--- src/rtl/tps_pkg.sv ---
// Shared types and constants of the touch point sampler.
package tps_pkg;

  localparam int ADC_BITS_DEF    = 12;
  localparam int QUEUE_DEPTH_DEF = 2;

  localparam int CFG_DATA_W = 16;
  localparam int CFG_IDX_W  = 3;
  localparam int TH_W       = 12;
  localparam int COORD_W    = 16;
  localparam int ROUND_W    = 4;
  localparam int CMD_W      = 8;

  // Frame layout: command bits, one gap tick, result pairs, pad clocks, select high
  localparam int CMD_TICKS  = 2 * CMD_W;
  localparam int PAD_CLOCKS = 4;

  localparam logic [CMD_W-1:0] CMD_PRESSURE = 8'hb3;
  localparam logic [CMD_W-1:0] CMD_X        = 8'hd3;
  localparam logic [CMD_W-1:0] CMD_Y        = 8'h93;

  localparam int SCALE_MUL   = 4;
  localparam int SCALE_X_DIV = 59;
  localparam int SCALE_Y_DIV = 44;

  localparam logic [TH_W-1:0]    PRESS_TH_RST   = 12'd100;
  localparam logic [TH_W-1:0]    RELEASE_TH_RST = 12'd30;
  localparam logic [COORD_W-1:0] X_OFFSET_RST   = 16'd13;
  localparam logic [COORD_W-1:0] Y_BASE_RST     = 16'd260;
  localparam logic [ROUND_W-1:0] ROUNDS_RST     = 4'd6;

  typedef enum logic [CFG_IDX_W-1:0] {
    CFG_PRESS_TH   = 3'd0,
    CFG_RELEASE_TH = 3'd1,
    CFG_X_OFFSET   = 3'd2,
    CFG_Y_BASE     = 3'd3,
    CFG_ROUNDS     = 3'd4
  } tps_cfg_idx_e;

  typedef struct packed {
    logic [TH_W-1:0]    press_th;
    logic [TH_W-1:0]    release_th;
    logic [COORD_W-1:0] x_offset;
    logic [COORD_W-1:0] y_base;
    logic [ROUND_W-1:0] rounds;
  } tps_cfg_t;

  typedef enum logic [1:0] {
    KIND_TICK     = 2'd0,
    KIND_NO_TOUCH = 2'd1,
    KIND_AVERAGE  = 2'd2
  } tps_kind_e;

  // One classified tick, front to back
  typedef struct packed {
    logic               cs_n;
    logic               sclk;
    logic               mosi;
    tps_kind_e          kind;
    logic [COORD_W-1:0] sum_h;
    logic [COORD_W-1:0] sum_v;
    logic [ROUND_W-1:0] rounds;
  } tps_desc_t;

endpackage

--- src/rtl/tps_if.sv ---
// Valid/ready channel interfaces for tick items and result items.
interface tps_in_if;
  logic valid;
  logic ready;
  logic start_req;
  logic din;

  modport source (output valid, output start_req, output din, input ready);
  modport sink   (input valid, input start_req, input din, output ready);
endinterface

interface tps_out_if;
  logic                        valid;
  logic                        ready;
  logic                        cs_n;
  logic                        sclk;
  logic                        mosi;
  logic                        point_done;
  logic                        touched;
  logic [tps_pkg::COORD_W-1:0] x_pos;
  logic [tps_pkg::COORD_W-1:0] y_pos;

  modport source (output valid, output cs_n, output sclk, output mosi, output point_done,
                  output touched, output x_pos, output y_pos, input ready);
  modport sink   (input valid, input cs_n, input sclk, input mosi, input point_done,
                  input touched, input x_pos, input y_pos, output ready);
endinterface

--- src/rtl/tps_fifo.sv ---
// Small register queue between the sequencer front and the report back end.
module tps_fifo #(
  parameter int WIDTH = 8,
  parameter int DEPTH = 2
) (
  input  logic             clk_i,
  input  logic             rst_ni,
  input  logic             push_i,
  input  logic [WIDTH-1:0] wdata_i,
  output logic             full_o,
  input  logic             pop_i,
  output logic [WIDTH-1:0] rdata_o,
  output logic             empty_o
);

  localparam int PW = (DEPTH > 1) ? $clog2(DEPTH) : 1;
  localparam int CW = $clog2(DEPTH + 1);

  logic [WIDTH-1:0] mem_q [DEPTH];
  logic [PW-1:0]    wr_q, wr_d, rd_q, rd_d;
  logic [CW-1:0]    cnt_q, cnt_d;
  logic             do_push, do_pop;

  assign full_o  = (cnt_q == CW'(DEPTH));
  assign empty_o = (cnt_q == '0);
  assign do_push = push_i & ~full_o;
  assign do_pop  = pop_i & ~empty_o;
  assign rdata_o = mem_q[rd_q];

  always_comb begin
    wr_d  = wr_q;
    rd_d  = rd_q;
    cnt_d = cnt_q;
    if (do_push) begin
      wr_d = (wr_q == PW'(DEPTH - 1)) ? '0 : wr_q + 1'b1;
    end
    if (do_pop) begin
      rd_d = (rd_q == PW'(DEPTH - 1)) ? '0 : rd_q + 1'b1;
    end
    if (do_push && !do_pop) begin
      cnt_d = cnt_q + 1'b1;
    end else if (do_pop && !do_push) begin
      cnt_d = cnt_q - 1'b1;
    end
  end

  always_ff @(posedge clk_i or negedge rst_ni) begin
    if (!rst_ni) begin
      wr_q  <= '0;
      rd_q  <= '0;
      cnt_q <= '0;
    end else begin
      wr_q  <= wr_d;
      rd_q  <= rd_d;
      cnt_q <= cnt_d;
    end
  end

  always_ff @(posedge clk_i) begin
    if (do_push) begin
      mem_q[wr_q] <= wdata_i;
    end
  end

endmodule

--- src/rtl/tps_front.sv ---
// Tick sequencer: serial frame timing, round control, scaling and accumulation.
module tps_front #(
  parameter int ADC_BITS = tps_pkg::ADC_BITS_DEF
) (
  input  logic                clk_i,
  input  logic                rst_ni,
  tps_in_if.sink              in_ch,
  input  tps_pkg::tps_cfg_t   cfg_i,
  input  logic                full_i,
  output logic                push_o,
  output tps_pkg::tps_desc_t  desc_o
);

  localparam int RES_START = tps_pkg::CMD_TICKS + 1;
  localparam int RES_END   = RES_START + 2 * ADC_BITS;
  localparam int CS_TICK   = RES_END + 2 * tps_pkg::PAD_CLOCKS;
  localparam int TW        = $clog2(CS_TICK + 1);

  // Exact constant division: (4*r*M) >> SH with M = ceil(2^SH / d)
  localparam int NW = ADC_BITS + 2;
  localparam int SH = NW + 7;
  localparam int MW = SH - 4;
  localparam int PW = NW + MW;
  localparam logic [MW-1:0] MX =
    MW'((2 ** SH + tps_pkg::SCALE_X_DIV - 1) / tps_pkg::SCALE_X_DIV);
  localparam logic [MW-1:0] MY =
    MW'((2 ** SH + tps_pkg::SCALE_Y_DIV - 1) / tps_pkg::SCALE_Y_DIV);

  typedef enum logic [4:0] {
    PH_IDLE = 5'b00001,
    PH_Z1   = 5'b00010,
    PH_XR   = 5'b00100,
    PH_YR   = 5'b01000,
    PH_Z2   = 5'b10000
  } tps_phase_e;

  tps_phase_e                     phase_q, phase_d;
  logic [TW-1:0]                  t_q, t_d;
  logic [tps_pkg::CMD_W-1:0]      cmd_q, cmd_d;
  logic [ADC_BITS-1:0]            res_q, res_d;
  logic [tps_pkg::ROUND_W-1:0]    round_q, round_d, round_inc;
  logic [tps_pkg::COORD_W-1:0]    sum_h_q, sum_h_d, sum_v_q, sum_v_d;
  logic [tps_pkg::COORD_W-1:0]    sum_h_inc, sum_v_inc, res_wide;
  logic [tps_pkg::COORD_W-1:0]    scaled_x, scaled_y;
  logic [ADC_BITS-1:0]            raw_x_q, raw_x_d, raw_y_q, raw_y_d;
  logic [NW-1:0]                  nx, ny;
  logic [PW-1:0]                  prod_x_q, prod_y_q;
  logic                           accept;

  assign accept      = in_ch.valid & ~full_i;
  assign in_ch.ready = ~full_i;
  assign push_o      = accept;

  // Raw readings stay put for a whole frame, so these products settle long before use
  assign nx       = {raw_x_q, 2'b00};
  assign ny       = {raw_y_q, 2'b00};
  assign scaled_x = tps_pkg::COORD_W'(prod_x_q >> SH);
  assign scaled_y = tps_pkg::COORD_W'(prod_y_q >> SH);

  assign round_inc = round_q + 1'b1;
  assign sum_h_inc = sum_h_q + scaled_y;
  assign sum_v_inc = sum_v_q + scaled_x;
  assign res_wide  = tps_pkg::COORD_W'(res_q);

  always_comb begin
    phase_d = phase_q;
    t_d     = t_q;
    cmd_d   = cmd_q;
    res_d   = res_q;
    round_d = round_q;
    sum_h_d = sum_h_q;
    sum_v_d = sum_v_q;
    raw_x_d = raw_x_q;
    raw_y_d = raw_y_q;

    desc_o        = '0;
    desc_o.cs_n   = 1'b1;
    desc_o.kind   = tps_pkg::KIND_TICK;

    unique case (phase_q)
      PH_IDLE: begin
        if (in_ch.start_req) begin
          round_d = '0;
          sum_h_d = '0;
          sum_v_d = '0;
          if (cfg_i.rounds == '0) begin
            desc_o.kind = tps_pkg::KIND_NO_TOUCH;
          end else begin
            phase_d = PH_Z1;
            t_d     = '0;
            cmd_d   = tps_pkg::CMD_PRESSURE;
            res_d   = '0;
          end
        end
      end
      default: begin
        if (t_q < TW'(CS_TICK)) begin
          desc_o.cs_n = 1'b0;
          // every frame tick before select-high toggles on the tick parity
          desc_o.sclk = t_q[0];
          if (t_q < TW'(tps_pkg::CMD_TICKS)) begin
            desc_o.mosi = cmd_q[tps_pkg::CMD_W-1];
            if (t_q[0]) begin
              cmd_d = {cmd_q[tps_pkg::CMD_W-2:0], 1'b0};
            end
          end
          if (t_q >= TW'(RES_START) && t_q < TW'(RES_END) && !t_q[0]) begin
            res_d = {res_q[ADC_BITS-2:0], in_ch.din};
          end
          t_d = t_q + 1'b1;
        end else begin
          t_d   = '0;
          res_d = '0;
          unique case (phase_q)
            PH_Z1: begin
              if (res_wide > tps_pkg::COORD_W'(cfg_i.press_th)) begin
                phase_d = PH_XR;
                cmd_d   = tps_pkg::CMD_X;
              end else begin
                phase_d     = PH_IDLE;
                desc_o.kind = tps_pkg::KIND_NO_TOUCH;
              end
            end
            PH_XR: begin
              raw_x_d = res_q;
              phase_d = PH_YR;
              cmd_d   = tps_pkg::CMD_Y;
            end
            PH_YR: begin
              raw_y_d = res_q;
              phase_d = PH_Z2;
              cmd_d   = tps_pkg::CMD_PRESSURE;
            end
            default: begin
              if (res_wide > tps_pkg::COORD_W'(cfg_i.release_th)) begin
                sum_h_d = sum_h_inc;
                sum_v_d = sum_v_inc;
                round_d = round_inc;
                if (round_inc >= cfg_i.rounds) begin
                  phase_d       = PH_IDLE;
                  desc_o.kind   = tps_pkg::KIND_AVERAGE;
                  desc_o.sum_h  = sum_h_inc;
                  desc_o.sum_v  = sum_v_inc;
                  desc_o.rounds = round_inc;
                end else begin
                  phase_d = PH_Z1;
                  cmd_d   = tps_pkg::CMD_PRESSURE;
                end
              end else begin
                phase_d = PH_IDLE;
                // released before any round counted: no touch
                if (round_q == '0) begin
                  desc_o.kind = tps_pkg::KIND_NO_TOUCH;
                end else begin
                  desc_o.kind   = tps_pkg::KIND_AVERAGE;
                  desc_o.sum_h  = sum_h_q;
                  desc_o.sum_v  = sum_v_q;
                  desc_o.rounds = round_q;
                end
              end
            end
          endcase
        end
      end
    endcase
  end

  always_ff @(posedge clk_i or negedge rst_ni) begin
    if (!rst_ni) begin
      phase_q <= PH_IDLE;
      t_q     <= '0;
      cmd_q   <= '0;
      res_q   <= '0;
      round_q <= '0;
      sum_h_q <= '0;
      sum_v_q <= '0;
    end else if (accept) begin
      phase_q <= phase_d;
      t_q     <= t_d;
      cmd_q   <= cmd_d;
      res_q   <= res_d;
      round_q <= round_d;
      sum_h_q <= sum_h_d;
      sum_v_q <= sum_v_d;
    end
  end

  always_ff @(posedge clk_i) begin
    if (accept) begin
      raw_x_q <= raw_x_d;
      raw_y_q <= raw_y_d;
    end
    prod_x_q <= {{MW{1'b0}}, nx} * {{NW{1'b0}}, MX};
    prod_y_q <= {{MW{1'b0}}, ny} * {{NW{1'b0}}, MY};
  end

endmodule

--- src/rtl/tps_back.sv ---
// Report back end: averaging divider, offset/base and the output register.
module tps_back (
  input  logic               clk_i,
  input  logic               rst_ni,
  input  logic               empty_i,
  input  tps_pkg::tps_desc_t desc_i,
  output logic               pop_o,
  input  tps_pkg::tps_cfg_t  cfg_i,
  tps_out_if.source          out_ch
);

  localparam int SW = tps_pkg::COORD_W;
  localparam int RW = tps_pkg::ROUND_W;
  localparam int CW = $clog2(SW);

  typedef enum logic [2:0] {
    BK_FETCH = 3'b001,
    BK_DIV   = 3'b010,
    BK_EMIT  = 3'b100
  } tps_back_e;

  tps_back_e      st_q, st_d;
  logic [CW-1:0]  cnt_q, cnt_d;
  logic [RW-1:0]  dv_q, dv_d;
  logic [SW-1:0]  num_h_q, num_h_d, num_v_q, num_v_d;
  logic [RW-1:0]  rem_h_q, rem_h_d, rem_v_q, rem_v_d;
  logic [RW:0]    sh_h, sh_v;
  logic           ge_h, ge_v;

  logic           ov_q, ov_d, load;
  logic           o_cs_n_d, o_sclk_d, o_mosi_d, o_done_d, o_touch_d;
  logic [SW-1:0]  o_x_d, o_y_d;
  logic           slot_free;

  assign slot_free = ~ov_q | out_ch.ready;

  // restoring divide, one quotient bit per cycle in each lane
  assign sh_h = {rem_h_q, num_h_q[SW-1]};
  assign sh_v = {rem_v_q, num_v_q[SW-1]};
  assign ge_h = (sh_h >= {1'b0, dv_q});
  assign ge_v = (sh_v >= {1'b0, dv_q});

  always_comb begin
    st_d      = st_q;
    cnt_d     = cnt_q;
    dv_d      = dv_q;
    num_h_d   = num_h_q;
    num_v_d   = num_v_q;
    rem_h_d   = rem_h_q;
    rem_v_d   = rem_v_q;
    pop_o     = 1'b0;
    load      = 1'b0;
    o_cs_n_d  = 1'b1;
    o_sclk_d  = 1'b0;
    o_mosi_d  = 1'b0;
    o_done_d  = 1'b0;
    o_touch_d = 1'b0;
    o_x_d     = '0;
    o_y_d     = '0;

    unique case (st_q)
      BK_FETCH: begin
        if (!empty_i) begin
          if (desc_i.kind == tps_pkg::KIND_AVERAGE) begin
            pop_o   = 1'b1;
            num_h_d = desc_i.sum_h;
            num_v_d = desc_i.sum_v;
            dv_d    = desc_i.rounds;
            rem_h_d = '0;
            rem_v_d = '0;
            cnt_d   = '0;
            st_d    = BK_DIV;
          end else if (slot_free) begin
            pop_o    = 1'b1;
            load     = 1'b1;
            o_cs_n_d = desc_i.cs_n;
            o_sclk_d = desc_i.sclk;
            o_mosi_d = desc_i.mosi;
            case (desc_i.kind)
              tps_pkg::KIND_NO_TOUCH: o_done_d = 1'b1;
              default:                o_done_d = 1'b0;
            endcase
          end
        end
      end
      BK_DIV: begin
        rem_h_d = ge_h ? RW'(sh_h - {1'b0, dv_q}) : sh_h[RW-1:0];
        rem_v_d = ge_v ? RW'(sh_v - {1'b0, dv_q}) : sh_v[RW-1:0];
        num_h_d = {num_h_q[SW-2:0], ge_h};
        num_v_d = {num_v_q[SW-2:0], ge_v};
        cnt_d   = cnt_q + 1'b1;
        if (cnt_q == CW'(SW - 1)) begin
          st_d = BK_EMIT;
        end
      end
      BK_EMIT: begin
        if (slot_free) begin
          load      = 1'b1;
          o_done_d  = 1'b1;
          o_touch_d = 1'b1;
          o_x_d     = num_h_q - cfg_i.x_offset;
          o_y_d     = cfg_i.y_base - num_v_q;
          st_d      = BK_FETCH;
        end
      end
      default: st_d = BK_FETCH;
    endcase

    ov_d = load | (ov_q & ~out_ch.ready);
  end

  always_ff @(posedge clk_i or negedge rst_ni) begin
    if (!rst_ni) begin
      st_q  <= BK_FETCH;
      cnt_q <= '0;
      ov_q  <= 1'b0;
    end else begin
      st_q  <= st_d;
      cnt_q <= cnt_d;
      ov_q  <= ov_d;
    end
  end

  always_ff @(posedge clk_i) begin
    dv_q    <= dv_d;
    num_h_q <= num_h_d;
    num_v_q <= num_v_d;
    rem_h_q <= rem_h_d;
    rem_v_q <= rem_v_d;
    if (load) begin
      out_ch.cs_n       <= o_cs_n_d;
      out_ch.sclk       <= o_sclk_d;
      out_ch.mosi       <= o_mosi_d;
      out_ch.point_done <= o_done_d;
      out_ch.touched    <= o_touch_d;
      out_ch.x_pos      <= o_x_d;
      out_ch.y_pos      <= o_y_d;
    end
  end

  assign out_ch.valid = ov_q;

endmodule

--- src/rtl/touch_point_sampler.sv ---
// Top level of the resistive touch point sampler.
//
//   channel   dir  handshake          payload
//   in_ch     in   valid/ready        start_req, din (one serial half-clock tick)
//   out_ch    out  valid/ready        cs_n, sclk, mosi, point_done, touched, x_pos, y_pos
//   cfg       in   cfg_we_i (no wait) cfg_idx_i, cfg_data_i
//
// One result item per tick item. Ticks are taken one per clock while the queue has room.
// A report with averages holds the back end while it takes the item, runs two 16-by-4-bit
// restoring dividers (one quotient bit per cycle) and loads the output register once it is
// free; every other tick passes from the queue straight into the output register.
// Reset sets the configuration registers to their default values and the sequencer idle.
// A stalled output fills the queue, and then in_ch.ready drops.
module touch_point_sampler #(
  parameter int ADC_BITS    = tps_pkg::ADC_BITS_DEF,
  parameter int QUEUE_DEPTH = tps_pkg::QUEUE_DEPTH_DEF
) (
  input  logic                           clk_i,
  input  logic                           rst_ni,
  input  logic                           cfg_we_i,
  input  logic [tps_pkg::CFG_IDX_W-1:0]  cfg_idx_i,
  input  logic [tps_pkg::CFG_DATA_W-1:0] cfg_data_i,
  tps_in_if.sink                         in_ch,
  tps_out_if.source                      out_ch
);

  tps_pkg::tps_cfg_t  cfg_q;
  tps_pkg::tps_desc_t push_desc, pop_desc;
  logic               push, pop, full, empty;

  always_ff @(posedge clk_i or negedge rst_ni) begin
    if (!rst_ni) begin
      cfg_q.press_th   <= tps_pkg::PRESS_TH_RST;
      cfg_q.release_th <= tps_pkg::RELEASE_TH_RST;
      cfg_q.x_offset   <= tps_pkg::X_OFFSET_RST;
      cfg_q.y_base     <= tps_pkg::Y_BASE_RST;
      cfg_q.rounds     <= tps_pkg::ROUNDS_RST;
    end else if (cfg_we_i) begin
      unique case (cfg_idx_i)
        tps_pkg::CFG_PRESS_TH:   cfg_q.press_th   <= cfg_data_i[tps_pkg::TH_W-1:0];
        tps_pkg::CFG_RELEASE_TH: cfg_q.release_th <= cfg_data_i[tps_pkg::TH_W-1:0];
        tps_pkg::CFG_X_OFFSET:   cfg_q.x_offset   <= cfg_data_i;
        tps_pkg::CFG_Y_BASE:     cfg_q.y_base     <= cfg_data_i;
        tps_pkg::CFG_ROUNDS:     cfg_q.rounds     <= cfg_data_i[tps_pkg::ROUND_W-1:0];
        default: ;
      endcase
    end
  end

  tps_front #(
    .ADC_BITS (ADC_BITS)
  ) u_front (
    .clk_i  (clk_i),
    .rst_ni (rst_ni),
    .in_ch  (in_ch),
    .cfg_i  (cfg_q),
    .full_i (full),
    .push_o (push),
    .desc_o (push_desc)
  );

  tps_fifo #(
    .WIDTH ($bits(tps_pkg::tps_desc_t)),
    .DEPTH (QUEUE_DEPTH)
  ) u_queue (
    .clk_i   (clk_i),
    .rst_ni  (rst_ni),
    .push_i  (push),
    .wdata_i (push_desc),
    .full_o  (full),
    .pop_i   (pop),
    .rdata_o (pop_desc),
    .empty_o (empty)
  );

  tps_back u_back (
    .clk_i   (clk_i),
    .rst_ni  (rst_ni),
    .empty_i (empty),
    .desc_i  (pop_desc),
    .pop_o   (pop),
    .cfg_i   (cfg_q),
    .out_ch  (out_ch)
  );

endmodule

--- src/flat_wrapper.sv ---
// flat-port wrapper written by rule: the top's interface ports become plain ports
module touch_point_sampler_flat 
#(
  parameter int ADC_BITS    = tps_pkg::ADC_BITS_DEF,
  parameter int QUEUE_DEPTH = tps_pkg::QUEUE_DEPTH_DEF
)
  (clk_i, rst_ni, cfg_we_i, cfg_idx_i, cfg_data_i, in_ch_valid, in_ch_start_req, in_ch_din, in_ch_ready, out_ch_valid, out_ch_cs_n, out_ch_sclk, out_ch_mosi, out_ch_point_done, out_ch_touched, out_ch_x_pos, out_ch_y_pos, out_ch_ready);
  tps_in_if in_ch_i ();
  tps_out_if out_ch_i ();
  input  logic clk_i;
  input  logic rst_ni;
  input  logic cfg_we_i;
  input  logic [tps_pkg::CFG_IDX_W-1:0] cfg_idx_i;
  input  logic [tps_pkg::CFG_DATA_W-1:0] cfg_data_i;
  input wire logic [$bits(in_ch_i.valid)-1:0] in_ch_valid;
  input wire logic [$bits(in_ch_i.start_req)-1:0] in_ch_start_req;
  input wire logic [$bits(in_ch_i.din)-1:0] in_ch_din;
  output wire logic [$bits(in_ch_i.ready)-1:0] in_ch_ready;
  output wire logic [$bits(out_ch_i.valid)-1:0] out_ch_valid;
  output wire logic [$bits(out_ch_i.cs_n)-1:0] out_ch_cs_n;
  output wire logic [$bits(out_ch_i.sclk)-1:0] out_ch_sclk;
  output wire logic [$bits(out_ch_i.mosi)-1:0] out_ch_mosi;
  output wire logic [$bits(out_ch_i.point_done)-1:0] out_ch_point_done;
  output wire logic [$bits(out_ch_i.touched)-1:0] out_ch_touched;
  output wire logic [$bits(out_ch_i.x_pos)-1:0] out_ch_x_pos;
  output wire logic [$bits(out_ch_i.y_pos)-1:0] out_ch_y_pos;
  input wire logic [$bits(out_ch_i.ready)-1:0] out_ch_ready;
  assign in_ch_i.valid = in_ch_valid;
  assign in_ch_i.start_req = in_ch_start_req;
  assign in_ch_i.din = in_ch_din;
  assign in_ch_ready = in_ch_i.ready;
  assign out_ch_valid = out_ch_i.valid;
  assign out_ch_cs_n = out_ch_i.cs_n;
  assign out_ch_sclk = out_ch_i.sclk;
  assign out_ch_mosi = out_ch_i.mosi;
  assign out_ch_point_done = out_ch_i.point_done;
  assign out_ch_touched = out_ch_i.touched;
  assign out_ch_x_pos = out_ch_i.x_pos;
  assign out_ch_y_pos = out_ch_i.y_pos;
  assign out_ch_i.ready = out_ch_ready;
  touch_point_sampler #(.ADC_BITS(ADC_BITS), .QUEUE_DEPTH(QUEUE_DEPTH)) u_core (.clk_i(clk_i), .rst_ni(rst_ni), .cfg_we_i(cfg_we_i), .cfg_idx_i(cfg_idx_i), .cfg_data_i(cfg_data_i), .in_ch(in_ch_i), .out_ch(out_ch_i));
endmodule
--- config.mk ---
export PLATFORM = sky130hd
export DESIGN_NAME = touch_point_sampler_flat
export DESIGN_NICKNAME = d
export VERILOG_FILES = /design/src/rtl/tps_pkg.sv /design/src/rtl/tps_if.sv /design/src/rtl/tps_fifo.sv /design/src/rtl/tps_front.sv /design/src/rtl/tps_back.sv /design/src/rtl/touch_point_sampler.sv /design/src/flat_wrapper.sv
export SDC_FILE = /design/constraint.sdc
export NUM_CORES = 1
export LEC_CHECK = 0
export ABC_CLOCK_PERIOD_IN_PS = 6850
export BUFFER_PORTS_ARGS = -buffer_cell sky130_fd_sc_hd__buf_2
export CAP_MARGIN = 10
export CORE_ASPECT_RATIO = 1.25
export CORE_MARGIN = 3
export CORE_UTILIZATION = 60
export DETAILED_ROUTE_END_ITERATION = 8
export PLACE_DENSITY = 0.81
export SETUP_SLACK_MARGIN = 0.05
export SLEW_MARGIN = 25
export SYNTH_ARGS = -nofsm -noshare
export SYNTH_HDL_FRONTEND = slang
export SYNTH_SLANG_ARGS = --single-unit
--- constraint.sdc ---
create_clock -name clk_i -period 6.85 [get_ports clk_i]
set_input_delay 0.685 -clock clk_i [delete_from_list [all_inputs] [get_ports clk_i]]
set_output_delay 0.685 -clock clk_i [all_outputs]
set_load 0.005 [all_outputs]
==> out/qor.yml <==
numCtsBuffers: 31
grt.total_usage_pct: 25.1
synth_async_sr_flop_share_pct: 40.4
ys_seq_elements: 344
grt_overflow: 0
path_class: "reg -> reg"
h-tree-depth: 1
synth.cell_area_um2: 22200
num_vias: 15200
place_worst_setup_slack_ns: 1.36
maxSlewHeadroom_pct: 27.0
postSynthAreaPerCell_um2: 10.9
layout_common_cells: "inv_1 (305), ha_1 (250), edfxtp_1 (187)"
route.detailed.drc: 0
leakage_nw: 11.0
area_growth_syn_to_layout_pct: 8.75
cts_sinks: 344
irDropWorstVdd_mv: 0.216
end_kind: "register"
die_h_um: 221
dp.cells: 2551
wl_per_cell_um: 18.7
grt_pass1_wl_um: 79400
antenna_found_initial: 0
final.period_utilization_pct: 81.2
cp.arrival_ns: 6.02
drt_pass1_iterations: 5
grt_max_degree: 73
r2r_slack_ns: 1.29
nets: 2494
post_cts_buffers: 0
yosysSeqAreaShare_pct: 42.7
ctsResizeCount: 0
clk_latency_ns: 0.60
fp.dieW_um: 178
cts-root-buf: "clkbuf_16"
worst_pin_slew_ns: 1.09
syn_nets: 2434
avgViaCountPerCell: 5.81
slew_viol_final: 0
power_density_nw_per_um2: 280
port_buffers: 64
antenna_cells: 0
crit_fanout: 6
ctsHoldBuffers: 0
gp_congestion: 0.932
drive_gt1_share_pct: 9.49
start_util_pct: 60.9
fmax_ghz: 0.180
die_area_um2: 39300
synth.distinct_cells: 76
clkTransAtPathRegs_ns: 0.07
cp-start-kind: "register"
fin_cells: 2609
wl_um: 48700
tritoncts: "yes"
status: "completed"
core_area_um2: 36400
grt_pass1_vias: 15700
min-delay-path-class: "in -> async"
final_common_cell: "inv_1"
fillerInstances: 2666
timing.final.ws_setup_ns: 1.29
yosysWarningCount: 0
hold_viol: 0
drtAntennaViolNets: 0
first_iter_violations: 1056
pin_count: 65
fin_hold_ws_ns: 0.0894
synth_ff_type: "edfxtp_1"
clockBufferDepth: 3
synth_enable_flop_cells: 187
fin_skew_ns: 0.0323
seqCellArea_um2: 9480
num_rows: 78
setup_viol: 0
maxCapViolCount: 0
multiInputGateArea_um2: 11400
rsz0062_at_grt: "no"
min_period_ns: 5.56
dp_hpwl_um: 37100
required_ns: 7.31
tns_ns: 0
syn_inst: 2044
stage by stage:
| stage | instance area (um^2) | util [%] | power, mW |
|---|---|---|---|
| 6_report | 24100 | 66.3 | 6.75 |
| 5_1_grt | 24100 | 66.3 | 7.12 |
| 4_1_cts | 24100 | 66.2 | 6.77 |
| 3_5_place_dp | 23000 | 63.3 | 4.94 |
| 3_3_place_gp | 23000 | 63.2 | 4.81 |
| 2_1_floorplan | 22200 | - | 4.36 |
state kept, by name, indices dropped and copies added (netlist names), 9 cells and up:
register                    flops
u_core.u_front.prod_y_q         9
u_core.u_front.sum_h_q         16
u_core.u_back.num_h_q          16
u_core.u_front.raw_y_q         12
u_core.u_queue.mem_q           82
u_core.u_front.sum_v_q         16
u_core.u_front.res_q           12
u_core.u_front.prod_x_q         9
u_core.cfg_q                   60
u_core.u_front.raw_x_q         12
u_core.u_back.num_v_q          16
u_core.u_back.out_ch.x_pos     16
u_core.u_back.out_ch.y_pos     16
power breakdown:
part           switching [mW]  internal, mW
combinational            1.14         0.776
clock                   0.787          1.03
sequential              0.227          2.79
total                    2.15          4.60
logic make-up (layout without fill, tap and decap cells):
group | after synthesis | count (layout) | synth area share, %
buffers and inverters | 354 | 439 | 6.12
AO/OA/AOI/OAI | 391 | 391 | 11.4
multiplexers | 69 | 69 | 3.28
adder cells (fa/ha/maj) | 364 | 364 | 24.4
AND/OR/NAND/NOR | 445 | 445 | 9.04
XOR/XNOR | 77 | 77 | 3.04
flip-flops | 344 | 344 | 42.7
area by class of cell:
| type | count | share of cell area (%) |
|---|---|---|
| multi-input cells | 1346 | 47.3 |
| well taps | 480 | 2.49 |
| repair buffers | 76 | 1.78 |
| clock inverters | 19 | 0.928 |
| clock buffers | 39 | 3.51 |
| flip-flops and latches | 344 | 39.3 |
| inverters | 305 | 4.75 |
synthesized netlist by cell type, drive strengths merged (29+ instances only):
cell,number,area [um^2]
inv,305,1140
ha,250,3130
edfxtp,187,5620
nand2,160,601
nor2,139,524
o21ai,135,676
dfrtp,123,3080
fa,114,2280
a21oi,75,402
mux2i,40,400
xnor2,39,342
xor2,38,333
clkbuf,36,138
a21o,29,218
mux2,29,327
nand3,29,145
routing by layer:
layer	routed length [um]	share of wire, %	vias up	track usage (%)
met1	18700	38	7439	30.5
met3	2080	4.3	122	2.27
met5	0	0	-	0
li1	-	-	7127	-
met4	2530	5.2	0	11.9
met2	25400	52	469	44.8
critical path, cell delays in order (launching register included):
cell	delay [ns]
edfxtp_1	0.53
ha_1	0.42
inv_1	0.08
fa_1	0.51
inv_1	0.04
ha_1	0.28
fa_1	0.52
inv_1	0.06
fa_1	0.53
inv_1	0.04
ha_1	0.20
a211o_1	0.27
a2111oi_0	0.65
o21ai_0	0.18
o2111ai_1	0.14
nand3_1	0.25
o31ai_1	0.44
o21bai_1	0.13
xor2_1	0.15
final timing paths:
kind / end / startpoint / cells after the start
worst max-delay path: u_core.u_front.prod_y_q[26]$_DFF_P_ / u_core.u_front.raw_y_q[3]$_DFFE_PP_ / 18
worst min-delay path: u_core.u_back.out_ch.valid$_DFF_PN0_ / rst_ni / 1
worst max register to register: u_core.u_front.prod_y_q[26]$_DFF_P_ / u_core.u_front.raw_y_q[3]$_DFFE_PP_ / 18
worst min register to register: u_core.u_back.cnt_q[0]$_DFFE_PN0P_ / u_core.u_back.cnt_q[0]$_DFFE_PN0P_ / 1
max in group asynchronous: u_core.u_queue.rd_q$_DFFE_PN0P_ / rst_ni / 2
min in group clk_i: u_core.cfg_q[32]$_DFFE_PN0P_ / cfg_data_i[12] / 3
Power figures use the tool's default switching activity.
